**config.mk**
```make
export PLATFORM = sky130hd
export DESIGN_NAME = rgb_to_hsv_converter
export DESIGN_NICKNAME = d
export VERILOG_FILES = /design/src/hw/rtl/rgbhsv_pkg.sv /design/src/hw/rtl/rgb_to_hsv_converter.sv /design/src/hw/rtl/rgbhsv_prep.sv /design/src/hw/rtl/rgbhsv_div_cell.sv /design/src/hw/rtl/rgbhsv_post.sv
export VERILOG_INCLUDE_DIRS = /design/src /design/src/hw/rtl
export SDC_FILE = /design/constraint.sdc
export NUM_CORES = 1
export LEC_CHECK = 0
export BUFFER_PORTS_ARGS = -buffer_cell sky130_fd_sc_hd__buf_4
export CAP_MARGIN = 20
export CORE_AREA = 2 2 377 379
export CTS_CLUSTER_DIAMETER = 120
export DETAILED_ROUTE_END_ITERATION = 6
export DIE_AREA = 0 0 379 381
export GPL_TIMING_DRIVEN = 0
export HOLD_SLACK_MARGIN = 0.12
export SLEW_MARGIN = 20
export SYNTH_ARGS = -nofsm -noshare
export SYNTH_HDL_FRONTEND = slang
export SYNTH_SLANG_ARGS = --single-unit
```
**constraint.sdc**
```tcl
create_clock -name clk -period 17.7 [get_ports clk]
set_input_delay 0.885 -clock clk [delete_from_list [all_inputs] [get_ports clk]]
set_output_delay 0.885 -clock clk [all_outputs]
set_load 0.01 [all_outputs]
```
**src/hw/rtl/rgb_to_hsv_converter_assert.svh**
```systemverilog
// Assertion macros shared by the rgb_to_hsv_converter RTL.
// Each macro expects signals clk and rst_n in the including scope.
`ifndef RGB_TO_HSV_CONVERTER_ASSERT_SVH
`define RGB_TO_HSV_CONVERTER_ASSERT_SVH

// Same-cycle implication, checked out of reset.
`define RGBHSV_ASSERT_NOW(label, ante, cons, msg) \
  label: assert property (@(posedge clk) disable iff (!rst_n) (ante) |-> (cons)) \
    else $error(msg);

// Next-cycle implication, checked out of reset.
`define RGBHSV_ASSERT_NEXT(label, ante, cons, msg) \
  label: assert property (@(posedge clk) disable iff (!rst_n) (ante) |=> (cons)) \
    else $error(msg);

`endif

```
**src/hw/rtl/rgbhsv_pkg.sv**
```systemverilog
// Types and constants for the RGB to HSV converter.
// No dependencies; used by every module of the block by scoped names.
package rgbhsv_pkg;

  localparam int unsigned ChanW = 8;   // channel width
  localparam int unsigned HueW  = 15;  // hue, degrees in Q9.6
  localparam int unsigned QuoW  = 12;  // quotient bits, one per divider cell
  localparam int unsigned DivW  = 8;   // divisor / remainder width
  localparam int unsigned NumW  = QuoW + DivW;

  localparam logic [HueW-1:0] HueGreen = 15'd7680;   // 120 degrees
  localparam logic [HueW-1:0] HueBlue  = 15'd15360;  // 240 degrees
  localparam logic [HueW-1:0] HueFull  = 15'd23040;  // 360 degrees

  typedef enum logic [1:0] {
    SEC_RED,
    SEC_GREEN,
    SEC_BLUE
  } sector_t;

  typedef struct packed {
    logic [ChanW-1:0] red;
    logic [ChanW-1:0] green;
    logic [ChanW-1:0] blue;
  } pix_t;

  typedef struct packed {
    logic [HueW-1:0]  hue;
    logic [ChanW-1:0] saturation;
    logic [ChanW-1:0] brightness;
    logic             hue_undefined;
  } hsv_t;

  // Pixel facts carried alongside the division.
  typedef struct packed {
    sector_t          sector;
    logic             hue_neg;     // hue difference below zero
    logic             grey;        // delta zero
    logic             black;       // max zero
    logic [ChanW-1:0] brightness;
  } side_t;

  // One restoring-division lane: remainder, dividend bits still to shift in,
  // quotient bits so far, divisor.
  typedef struct packed {
    logic [DivW-1:0] rem;
    logic [QuoW-1:0] num;
    logic [QuoW-1:0] quo;
    logic [DivW-1:0] dvs;
  } lane_t;

  typedef struct packed {
    lane_t hue;
    lane_t sat;
    side_t side;
  } div_word_t;

endpackage

```
**src/hw/rtl/rgb_to_hsv_converter.sv**
```systemverilog
// RGB to HSV converter, top level. Depends on rgbhsv_pkg, rgbhsv_prep,
// rgbhsv_div_cell, rgbhsv_post and rgb_to_hsv_converter_assert.svh.
//
// Usage:
//   in_word  (red, green, blue, 8 bits each) enters on in_valid/in_ready.
//   out_word (hue Q9.6 degrees, saturation, brightness, hue_undefined)
//   leaves on out_valid/out_ready. Each word in gives exactly one word out,
//   in order.
// Stages: 1 front stage, 12 divider cells and 1 output register, each
//   registered, between acceptance and out_valid.
// Throughput: one word per clock. Every stage has its own valid bit, so a
//   word can be accepted each cycle while the pipe flows.
// Stall: when out_ready is low, the output register holds; bubbles ahead of
//   it are squeezed out, and in_ready drops only once every stage is full.
// Reset: rst_n (synchronous, active low) empties the pipe; no clearing pass.
// Rate is set by the chain of 12 division cells, each retiring one quotient
//   bit of both the hue and the saturation divide per word per cycle while the pipe flows.
module rgb_to_hsv_converter (
  input  logic              clk,
  input  logic              rst_n,
  input  logic              in_valid,
  output logic              in_ready,
  input  rgbhsv_pkg::pix_t  in_word,
  output logic              out_valid,
  input  logic              out_ready,
  output rgbhsv_pkg::hsv_t  out_word
);

`include "rgb_to_hsv_converter_assert.svh"

  localparam int unsigned NumCells = rgbhsv_pkg::QuoW;

  // stage links: index 0 is the front stage output, NumCells the last cell's
  rgbhsv_pkg::div_word_t link_word  [NumCells+1];
  logic                  link_valid [NumCells+1];
  logic                  link_ready [NumCells+1];

  rgbhsv_prep u_prep (
    .clk     (clk),
    .rst_n   (rst_n),
    .i_valid (in_valid),
    .i_ready (in_ready),
    .i_word  (in_word),
    .o_valid (link_valid[0]),
    .o_ready (link_ready[0]),
    .o_word  (link_word[0])
  );

  // divider chain: one quotient bit per cell, MSB first
  for (genvar gi = 0; gi < NumCells; gi++) begin : g_cell
    rgbhsv_div_cell u_cell (
      .clk     (clk),
      .rst_n   (rst_n),
      .i_valid (link_valid[gi]),
      .i_ready (link_ready[gi]),
      .i_word  (link_word[gi]),
      .o_valid (link_valid[gi+1]),
      .o_ready (link_ready[gi+1]),
      .o_word  (link_word[gi+1])
    );
  end

  rgbhsv_post u_post (
    .clk     (clk),
    .rst_n   (rst_n),
    .i_valid (link_valid[NumCells]),
    .i_ready (link_ready[NumCells]),
    .i_word  (link_word[NumCells]),
    .o_valid (out_valid),
    .o_ready (out_ready),
    .o_word  (out_word)
  );

  // black pixel: flag set, everything else zero
  `RGBHSV_ASSERT_NOW(a_black_zero, out_valid && out_word.hue_undefined,
    (out_word.hue == '0) && (out_word.saturation == '0) && (out_word.brightness == '0),
    "black pixel result not all zero")

  // flag exactly when brightness is zero
  `RGBHSV_ASSERT_NOW(a_flag_match, out_valid,
    out_word.hue_undefined == (out_word.brightness == '0),
    "hue_undefined disagrees with brightness")

  // hue stays below a full turn
  `RGBHSV_ASSERT_NOW(a_hue_range, out_valid, out_word.hue < rgbhsv_pkg::HueFull,
    "hue out of range")

  // last cell's hue quotient never exceeds 60 degrees; grey divides by zero
  `RGBHSV_ASSERT_NOW(a_quo_range, link_valid[NumCells] && !link_word[NumCells].side.grey,
    link_word[NumCells].hue.quo <= 12'd3840, "hue quotient above 3840")

  // saturation quotient fits eight bits
  `RGBHSV_ASSERT_NOW(a_sat_range, link_valid[NumCells] && !link_word[NumCells].side.black,
    link_word[NumCells].sat.quo[rgbhsv_pkg::QuoW-1:rgbhsv_pkg::ChanW] == '0,
    "saturation quotient overflow")

endmodule

```
**src/hw/rtl/rgbhsv_prep.sv**
```systemverilog
// Front stage: max/min, sector, difference and scaled dividends.
// Depends on rgbhsv_pkg.
module rgbhsv_prep (
  input  logic                   clk,
  input  logic                   rst_n,
  input  logic                   i_valid,
  output logic                   i_ready,
  input  rgbhsv_pkg::pix_t       i_word,
  output logic                   o_valid,
  input  logic                   o_ready,
  output rgbhsv_pkg::div_word_t  o_word
);

  logic                  valid_r;
  logic                  valid_nxt;
  rgbhsv_pkg::div_word_t word_r;
  rgbhsv_pkg::div_word_t word_nxt;

  logic [7:0]  mx, mn, delta, op_a, op_b, mag;
  logic        neg;
  rgbhsv_pkg::sector_t sector;
  logic [rgbhsv_pkg::NumW-1:0] hue_num, sat_num;

  assign i_ready = !valid_r || o_ready;

  always_comb begin
    mx = i_word.red;
    if (i_word.green > mx) mx = i_word.green;
    if (i_word.blue > mx)  mx = i_word.blue;
    mn = i_word.red;
    if (i_word.green < mn) mn = i_word.green;
    if (i_word.blue < mn)  mn = i_word.blue;
    delta = mx - mn;

    // ties: red over green over blue
    if (i_word.red == mx) begin
      sector = rgbhsv_pkg::SEC_RED;
      op_a   = i_word.green;
      op_b   = i_word.blue;
    end else if (i_word.green == mx) begin
      sector = rgbhsv_pkg::SEC_GREEN;
      op_a   = i_word.blue;
      op_b   = i_word.red;
    end else begin
      sector = rgbhsv_pkg::SEC_BLUE;
      op_a   = i_word.red;
      op_b   = i_word.green;
    end
    neg = op_a < op_b;
    mag = neg ? (op_b - op_a) : (op_a - op_b);

    // |diff| * 3840 = |diff| * 4096 - |diff| * 256
    hue_num = {mag, 12'd0} - {4'd0, mag, 8'd0};
    // delta * 255 = delta * 256 - delta
    sat_num = {4'd0, ({delta, 8'd0} - {8'd0, delta})};

    word_nxt.hue.rem = hue_num[rgbhsv_pkg::NumW-1:rgbhsv_pkg::QuoW];
    word_nxt.hue.num = hue_num[rgbhsv_pkg::QuoW-1:0];
    word_nxt.hue.quo = '0;
    word_nxt.hue.dvs = delta;
    word_nxt.sat.rem = sat_num[rgbhsv_pkg::NumW-1:rgbhsv_pkg::QuoW];
    word_nxt.sat.num = sat_num[rgbhsv_pkg::QuoW-1:0];
    word_nxt.sat.quo = '0;
    word_nxt.sat.dvs = mx;
    word_nxt.side.sector     = sector;
    word_nxt.side.hue_neg    = neg;
    word_nxt.side.grey       = (delta == 8'd0);
    word_nxt.side.black      = (mx == 8'd0);
    word_nxt.side.brightness = mx;

    valid_nxt = i_ready ? i_valid : valid_r;
  end

  always_ff @(posedge clk) begin
    if (!rst_n) begin
      valid_r <= 1'b0;
    end else begin
      valid_r <= valid_nxt;
    end
  end

  always_ff @(posedge clk) begin
    if (i_valid && i_ready) begin
      word_r <= word_nxt;
    end
  end

  assign o_valid = valid_r;
  assign o_word  = word_r;

endmodule

```
**src/hw/rtl/rgbhsv_div_cell.sv**
```systemverilog
// One restoring-division cell: one quotient bit for the hue and the
// saturation lanes, registered. Depends on rgbhsv_pkg.
module rgbhsv_div_cell (
  input  logic                   clk,
  input  logic                   rst_n,
  input  logic                   i_valid,
  output logic                   i_ready,
  input  rgbhsv_pkg::div_word_t  i_word,
  output logic                   o_valid,
  input  logic                   o_ready,
  output rgbhsv_pkg::div_word_t  o_word
);

  logic                  valid_r;
  logic                  valid_nxt;
  rgbhsv_pkg::div_word_t word_r;
  rgbhsv_pkg::div_word_t word_nxt;

  function automatic rgbhsv_pkg::lane_t div_step(input rgbhsv_pkg::lane_t ln);
    rgbhsv_pkg::lane_t       res;
    logic [rgbhsv_pkg::DivW:0] part;
    logic [rgbhsv_pkg::DivW:0] diff;
    logic                      take;
    part = {ln.rem, ln.num[rgbhsv_pkg::QuoW-1]};
    diff = part - {1'b0, ln.dvs};
    take = (part >= {1'b0, ln.dvs});
    // rem < dvs holds, so part < 2*dvs and the difference fits DivW bits
    res.rem = take ? diff[rgbhsv_pkg::DivW-1:0] : part[rgbhsv_pkg::DivW-1:0];
    res.num = {ln.num[rgbhsv_pkg::QuoW-2:0], 1'b0};
    res.quo = {ln.quo[rgbhsv_pkg::QuoW-2:0], take};
    res.dvs = ln.dvs;
    return res;
  endfunction

  assign i_ready = !valid_r || o_ready;

  always_comb begin
    word_nxt.hue  = div_step(i_word.hue);
    word_nxt.sat  = div_step(i_word.sat);
    word_nxt.side = i_word.side;
    valid_nxt     = i_ready ? i_valid : valid_r;
  end

  always_ff @(posedge clk) begin
    if (!rst_n) begin
      valid_r <= 1'b0;
    end else begin
      valid_r <= valid_nxt;
    end
  end

  always_ff @(posedge clk) begin
    if (i_valid && i_ready) begin
      word_r <= word_nxt;
    end
  end

  assign o_valid = valid_r;
  assign o_word  = word_r;

endmodule

```
**src/hw/rtl/rgbhsv_post.sv**
```systemverilog
// Back stage: sector offset, sign, wrap and special cases into the output
// register. Depends on rgbhsv_pkg.
module rgbhsv_post (
  input  logic                   clk,
  input  logic                   rst_n,
  input  logic                   i_valid,
  output logic                   i_ready,
  input  rgbhsv_pkg::div_word_t  i_word,
  output logic                   o_valid,
  input  logic                   o_ready,
  output rgbhsv_pkg::hsv_t       o_word
);

  logic             valid_r;
  logic             valid_nxt;
  rgbhsv_pkg::hsv_t word_r;
  rgbhsv_pkg::hsv_t word_nxt;

  logic [rgbhsv_pkg::HueW-1:0] base;
  logic [rgbhsv_pkg::HueW:0]   hsum;
  logic [rgbhsv_pkg::HueW:0]   hwrap;
  logic [rgbhsv_pkg::HueW:0]   q_ext;

  assign i_ready = !valid_r || o_ready;

  always_comb begin
    unique case (i_word.side.sector)
      rgbhsv_pkg::SEC_RED:   base = '0;
      rgbhsv_pkg::SEC_GREEN: base = rgbhsv_pkg::HueGreen;
      rgbhsv_pkg::SEC_BLUE:  base = rgbhsv_pkg::HueBlue;
      default:               base = '0;
    endcase
    q_ext = {{(rgbhsv_pkg::HueW + 1 - rgbhsv_pkg::QuoW){1'b0}}, i_word.hue.quo};
    hsum  = i_word.side.hue_neg ? ({1'b0, base} - q_ext) : ({1'b0, base} + q_ext);
    // top bit set means negative: wrap by a full turn
    hwrap = hsum[rgbhsv_pkg::HueW] ? (hsum + {1'b0, rgbhsv_pkg::HueFull}) : hsum;

    word_nxt.hue = (i_word.side.grey || i_word.side.black) ? '0
                                                           : hwrap[rgbhsv_pkg::HueW-1:0];
    word_nxt.saturation = i_word.side.black ? '0
                                            : i_word.sat.quo[rgbhsv_pkg::ChanW-1:0];
    word_nxt.brightness    = i_word.side.brightness;
    word_nxt.hue_undefined = i_word.side.black;

    valid_nxt = i_ready ? i_valid : valid_r;
  end

  always_ff @(posedge clk) begin
    if (!rst_n) begin
      valid_r <= 1'b0;
    end else begin
      valid_r <= valid_nxt;
    end
  end

  always_ff @(posedge clk) begin
    if (i_valid && i_ready) begin
      word_r <= word_nxt;
    end
  end

  assign o_valid = valid_r;
  assign o_word  = word_r;

endmodule

```
Word-level counts from Yosys, hierarchy flattened:

Cells that the tools add are included.

* reductions and logical operators: 45
* equal/unequal tests: 4
* $add $sub $neg: 30
* multiplexer cells: 35
* order comparisons: 29

Operator list (number)
* 8-bit two-way mux: 30
* 9-bit by 8-bit greater-or-equal comparator with 1-bit output: 23
* 8-bit subtractor: 24
* 14-bit one-hot mux with 2 select lines: 1
* 8-bit less-than comparator: 3
* 20-bit by 16-bit subtractor with 20-bit output: 1
* 8-bit equality test: 2
* 8-bit greater-than comparator: 2
* 8-bit logical NOT: 2
* 16-bit two-way mux: 1
* 16-bit by 8-bit subtractor with 16-bit output: 1
* 14-bit by 12-bit adder with 15-bit output: 1
* 15-bit adder, second input constant: 1
* 1-bit logical OR: 15
* 15-bit two-way mux: 1
* 14-bit by 12-bit subtractor with 15-bit output: 1
* 1-bit logical AND: 14
* 1-bit logical NOT: 14
* 5-bit by 8-bit greater-or-equal comparator with 1-bit output: 1
* 5-bit by 8-bit subtractor with 8-bit output: 1
* 5-bit two-way mux: 1
* 2-bit by 1-bit equality test with 1-bit output, second input constant: 1
* 2-bit equality test, second input constant: 1
* 2-bit two-way mux: 1

* word-level logic and storage cells: 307
* register bits after elaboration: 769
* output and inout port bits: 34
* input bits: 28

Depth between registers and ports, before layout:

* word-level depth: 16
* gate-level depth with buffers: 39
* depth with buffers taken out: 35

Cells and area by module:

From an unflattened synthesis, not the netlist that was laid out.

* cells, all modules: 3491
* area total of the unflattened synthesis: 52561.7 um2

By module, submodules not included
* rgbhsv_div_cell at g_cell[2].u_cell ...: cells an instance 230, sequential area each 2752.6 um2, times used 6, area each 3813.7 um2
* rgbhsv_div_cell at g_cell[0].u_cell ...: cells an instance 225, sequential area each 2752.6 um2, times used 4, area each 3793.6 um2
* rgbhsv_prep: cells an instance 577, sequential area each 1461.4 um2, times used 1, area each 5111.2 um2
* rgbhsv_div_cell at g_cell[1].u_cell: cells an instance 247, sequential area each 2752.6 um2, times used 1, area each 3802.4 um2
* rgbhsv_div_cell at g_cell[6].u_cell: cells an instance 222, sequential area each 2752.6 um2, times used 1, area each 3686.0 um2
* rgbhsv_post: cells an instance 165, sequential area each 980.9 um2, times used 1, area each 1905.6 um2

Worst setup path before layout:

No wires, ideal clock.

* path type: input to register
* start: in in_word[21] (netlist bit)
* end: reg u_prep.word_r (netlist bit u_prep.o_word[91]), data pin
* arrival time: 8.236 ns
* data required time: 17.535 ns
* stages on the path: 35
* library setup time: 0.165 ns
* setup slack: 9.299 ns
* path buffers: 5
* path through: clkbuf_1 > inv_1 > ha_1 > nand4_1 > a211o_1 > nand2_1 > mux2i_1 > ha_1 > nand4_1 > nor2_1 > a211oi_1 > nor2_1 > a311o_1 > a221oi_2 > buf_6 > clkbuf_1 > mux2i_1 > o21ai_0 > ha_1 > clkbuf_1 > and3_1 > o21ai_0 > a31o_2 > clkbuf_1 > nor2_1 > a221o_1 > a21boi_0 > xnor2_1 > inv_1 > ha_1 > nand3_1 > o21bai_2 > maj3_2 > and3_1 > o31ai_2

* longest elaborated chain between the ends: 10
* elaborated cells on any way between the ends: 15
* classes of those cells: add/sub: 3; order compare: 3; eq/ne: 2; mux: 7

Ends and longest elaborated chain
* start: declaration: RTL line rgb_to_hsv_converter.sv:23 `input rgbhsv_pkg::pix_t in_word,`
* 8-bit greater-than comparator: RTL line rgbhsv_prep.sv:28 `if (i_word.green > mx) mx = i_word.green;`
* 8-bit two-way mux: RTL line rgbhsv_prep.sv:28
* 8-bit greater-than comparator: RTL line rgbhsv_prep.sv:29 `if (i_word.blue > mx) mx = i_word.blue;`
* 8-bit two-way mux: RTL line rgbhsv_prep.sv:29
* 8-bit equality test: RTL line rgbhsv_prep.sv:40 `end else if (i_word.green == mx) begin`
* 8-bit two-way mux: RTL line rgbhsv_prep.sv:40
* 8-bit two-way mux: RTL line rgbhsv_prep.sv:36 `if (i_word.red == mx) begin`
* 8-bit less-than comparator *: RTL line rgbhsv_prep.sv:49 `neg = op_a < op_b;`
* named net u_prep.neg: RTL line rgbhsv_prep.sv:20 `logic neg;`
* 8-bit two-way mux *: RTL line rgbhsv_prep.sv:50 `mag = neg ? (op_b - op_a) : (op_a - op_b);`
* 20-bit by 16-bit subtractor with 20-bit output *: RTL line rgbhsv_prep.sv:53 `hue_num = {mag, 12'd0} - {4'd0, mag, 8'd0};`
* named net u_prep.hue_num (one bit): RTL line rgbhsv_prep.sv:22 `logic [rgbhsv_pkg::NumW-1:0] hue_num, sat_num;`
* end signal: assignment: RTL line rgbhsv_prep.sv:84 `word_r <= word_nxt;`
* end: declaration: RTL line rgbhsv_prep.sv:16 `rgbhsv_pkg::div_word_t word_r;`

The timed path passes the listed nets; every way through them passes the cells marked *.
A chain may end at the register's enable or synchronous reset.

Final worst setup path:

Ends and elaborated chain as after synthesis.

==> impl_metrics.py <==
metrics = {
    "status": {
        "outcome": "complete, no violations",
    },
    "routing": {
        "num_vias": 19226,
        "drtPass1Iterations": 7,
        "avgViaCountPerCell": 4.03,
        "wl_per_cell_um": 11.5,
        "postRouteWirelength_um": 54900,
        "drc": 0,
        "ant_nets": 0,
        "dr.first_iter.drc_count": 911,
    },
    "sta": {
        "hold_viol": 0,
        "setup_ws_ns": 8.18,
        "tns_ns": 0,
        "max_freq_mhz": 105,
        "period_share_pct": 53.8,
        "tightest_slew_ns": 0.766,
        "relSlewSlack_pct": 48.9,
        "drv_slew": 0,
        "finClkSkew_ns": 0.0137,
        "rsz0062_at_grt": "no",
        "setup_viol": 0,
        "finalCriticalPeriod_ns": 9.52,
    },
    "setup_path": {
        "end_kind": "register",
        "critPathBufInv": 7,
        "path_depth": 35,
        "reg2reg_slack_ns": 13.26,
        "worstSetupEndpoint": "u_prep.o_word[91]",
        "start_kind": "input pin",
        "slowest_delay_ns": 0.54,
        "r2r_end": "u_prep.o_word[81]",
        "slowest_stage": "xnor2_1",
        "crit_required_ns": 18.11,
        "worstSetupStartpoint": "in_word[21]",
        "arrival_ns": 9.94,
        "path_class": "in2reg",
        "path_delay_family": "compound AO/OA/AOI/OAI gates",
        "worstRegToRegCells": 12,
        "r2r-start": "u_post.o_valid",
        "critPathMaxFanout": 10,
    },
    "finish": {
        "drive_gt1_share_pct": 7.62,
        "areaGrowthSynthToFinish_pct": 16.9,
        "num_antenna_cells": 0,
        "fin_area_um2": 39200,
        "nNetsFinal": 3125,
        "fill_cells": 14357,
    },
    "placed_design": {
        "dpl-instance-area_um2": 36900,
        "hpwl_um": 41400,
        "pre_cts_ws_ns": 7.66,
        "place_congestion": 0.835,
        "io_buffers": 58,
    },
    "clock_tree": {
        "cts_buffers": 72,
        "h-tree-depth": 3,
        "cts-root-buf": "clkbuf_16",
        "cts.repair.resized": 0,
        "clk_latency_ns": 0.60,
        "cts_sinks": 689,
        "cts_setup_buffers": 0,
        "clk_pin_slew_worst_paths_ns": 0.06,
        "cts.path.max_buffers": 3,
        "ctsHoldBuffers": 0,
        "cts_tree": "yes",
    },
    "global_route": {
        "grt_pass1_vias": 19412,
        "grt.overflow.total": 0,
        "antenna_found_initial": 0,
        "grt_pass1_wl_um": 93500,
        "grt.total_usage_pct": 7.72,
        "grt_max_degree": 31,
    },
    "power": {
        "seq_power_share_pct": 45.4,
        "ir_worst_vdd_v": 0.0000869,
        "power_frac_clock_pct": 32.9,
        "leakagePower_nw": 14.8,
        "internal_power_mw": 3.17,
        "comb_power_share_pct": 21.7,
        "power.density_nw_per_um2": 111,
        "swShare_pct": 27.2,
        "p_sw_mw": 1.18,
    },
    "logic_synthesis": {
        "async_reset_ff_share_pct": 0,
        "synth.distinct_cells": 62,
        "synthCells": 2669,
        "synth_edf_count": 675,
        "ys_seq_area_share_pct": 61.3,
        "synthFlopType": "edfxtp_1",
        "avgSynthCellArea_um2": 12.6,
        "ys.warnings.count": 0,
        "syn_area_um2": 33500,
        "postSynthNetCount": 2973,
        "ys_seq_elements": 689,
    },
    "die": {
        "pin_count": 62,
        "start_util_pct": 23.9,
        "num_rows": 138,
        "die_height_um": 381,
        "die_w_um": 379,
        "core_um2": 141000,
        "die-area_um2": 144000,
    },
    "flow_run": {
        "cap_violations": 0,
    },
    "hold_path": {
        "min-delay-path-class": "reg2reg",
    },
}
[worst min path at each step]
stage                                      startpoint                          end  slack [ns]  cells after the start
after detailed placement            u_prep.o_word[41]  g_cell[0].u_cell.o_word[42]        0.40                      0
final                     g_cell[10].u_cell.o_word[8]  g_cell[11].u_cell.o_word[8]        0.41                      0
after global routing      g_cell[5].u_cell.o_word[11]  g_cell[6].u_cell.o_word[11]        0.40                      0
after floorplan                     u_prep.o_word[10]  g_cell[0].u_cell.o_word[10]        0.40                      0
after global placement    g_cell[11].u_cell.o_word[1]             u_post.o_word[2]        0.40                      0
after CTS                 g_cell[0].u_cell.o_word[35]  g_cell[1].u_cell.o_word[36]        0.40                      0
[cell type report]
type / count / area, um^2 / area share (%)
clock inverter: 42 / 323 / 0.823
buffer: 55 / 224 / 0.571
inverter: 306 / 1150 / 2.93
timing repair buffer: 78 / 918 / 2.34
clock buffer: 86 / 1940 / 4.95
tap: 1890 / 2360 / 6.03
multi-input combinational: 1619 / 11700 / 29.9
sequential: 689 / 20500 / 52.4
[registers in the layout, indices dropped and copies added (netlist names)]
name	count
u_prep.o_word	48
u_prep.o_valid	1
u_post.o_word	32
u_post.o_valid	1
g_cell.u_cell.o_valid	12
g_cell.u_cell.o_word	595
[Yosys cell counts, types with 4 or more instances]
cell | number | area [um^2]
mux2_2 | 7 | 78.8
nor2b_1 | 90 | 563
o21bai_1 | 6 | 45.0
or3_1 | 5 | 31.3
o31ai_1 | 46 | 345
xnor2_1 | 53 | 464
nand2b_1 | 63 | 394
a311o_1 | 4 | 40.0
o211a_1 | 18 | 180
and3_1 | 5 | 31.3
and2_1 | 49 | 307
or4_1 | 21 | 158
clkbuf_1 | 48 | 180
nor2_1 | 150 | 563
fa_1 | 26 | 521
a31oi_1 | 6 | 37.5
mux2i_1 | 29 | 290
a21o_1 | 50 | 375
nand2_1 | 187 | 702
inv_1 | 305 | 1140
nand3_1 | 16 | 80.1
a21oi_1 | 90 | 450
nor4_1 | 5 | 31.3
o21ai_1 | 4 | 20.0
nand4_1 | 41 | 257
a21boi_0 | 12 | 90.1
o21a_1 | 16 | 120
o211ai_1 | 4 | 30.0
dfxtp_1 | 14 | 280
edfxtp_1 | 675 | 20300
xor2_1 | 76 | 666
nor3_1 | 5 | 25.0
a311oi_1 | 4 | 35.0
ha_1 | 250 | 3130
o21ai_0 | 249 | 1250
[per-stage QoR]
| step | instances | utilization [%] | power, mW | hold WS [ns] |
|---|---|---|---|---|
| floorplan | 2669 | - | 2.73 | 0.400 |
| global placement | 4617 | 25.9 | 2.93 | 0.401 |
| detailed placement | 4637 | 26.3 | 2.95 | 0.405 |
| CTS | 4765 | 27.9 | 4.41 | 0.399 |
| global route | 4765 | 27.9 | 4.61 | 0.405 |
| finish | 4765 | 27.9 | 4.35 | 0.408 |
[power groups by stage]
| stage | clock (mW) | combinational (mW) | sequential [mW] |
|---|---|---|---|
| 6_report | 1.43 | 0.945 | 1.98 |
| 5_1_grt | 1.55 | 1.07 | 1.99 |
| 4_1_cts | 1.48 | 0.948 | 1.98 |
| 3_5_place_dp | 0 | 0.943 | 2.01 |
| 3_3_place_gp | 0 | 0.916 | 2.01 |
| 2_1_floorplan | 0 | 0.741 | 1.99 |
[worst reg2reg max path: stages, from the launching register on]
cell and delay, ns:
dfxtp_1 0.38, nor2b_1 0.39, and3_1 0.31, and2_1 0.33
and3_1 0.30, and2_1 0.33, and3_1 0.29, and2_0 0.52
nand3_1 0.17, nor2_1 0.33, nand2_1 0.13, and2_2 0.42
buf_16 0.29
[cells in the final DEF, fill, tap and decap left out, types with 6 or more instances in the layout]
cell type	n
buf_4	58
xor2_1	76
a21oi_1	90
clkbuf_16	76
o21ai_0	249
nor2b_4	9
nand4_1	41
clkinv_1	17
buf_16	11
dfxtp_1	14
clkbuf_1	58
a21boi_0	9
nor2_1	150
inv_1	305
o211a_1	18
mux2i_1	29
fa_1	26
buf_12	9
nor2b_1	81
edfxtp_1	675
nand2b_1	63
and2_1	48
a21o_1	50
o31ai_1	46
ha_1	250
xnor2_1	53
o21bai_1	6
nand3_1	16
or4_1	21
mux2_2	7
nand2_1	187
o21a_1	16
clkinv_2	13
[layer usage]
layer	part of all wire (%)	global-route usage [%]	vias up
met1	46	9.63	8969
met5	0	0	-
met2	48	13.3	267
li1	-	-	9894
met3	3.6	1.52	96
met4	2.4	2.54	0
[cell families after synthesis]
family	after synthesis	share of synthesized area (%)
AND/OR/NAND/NOR	644	9.51
buffers and inverters	361	4.09
multiplexers	36	1.10
flip-flops	689	61.3
XOR/XNOR	129	3.37
adder cells (fa/ha/maj)	277	10.9
AO/OA/AOI/OAI	533	9.73
Power figures use the tool's default switching activity.
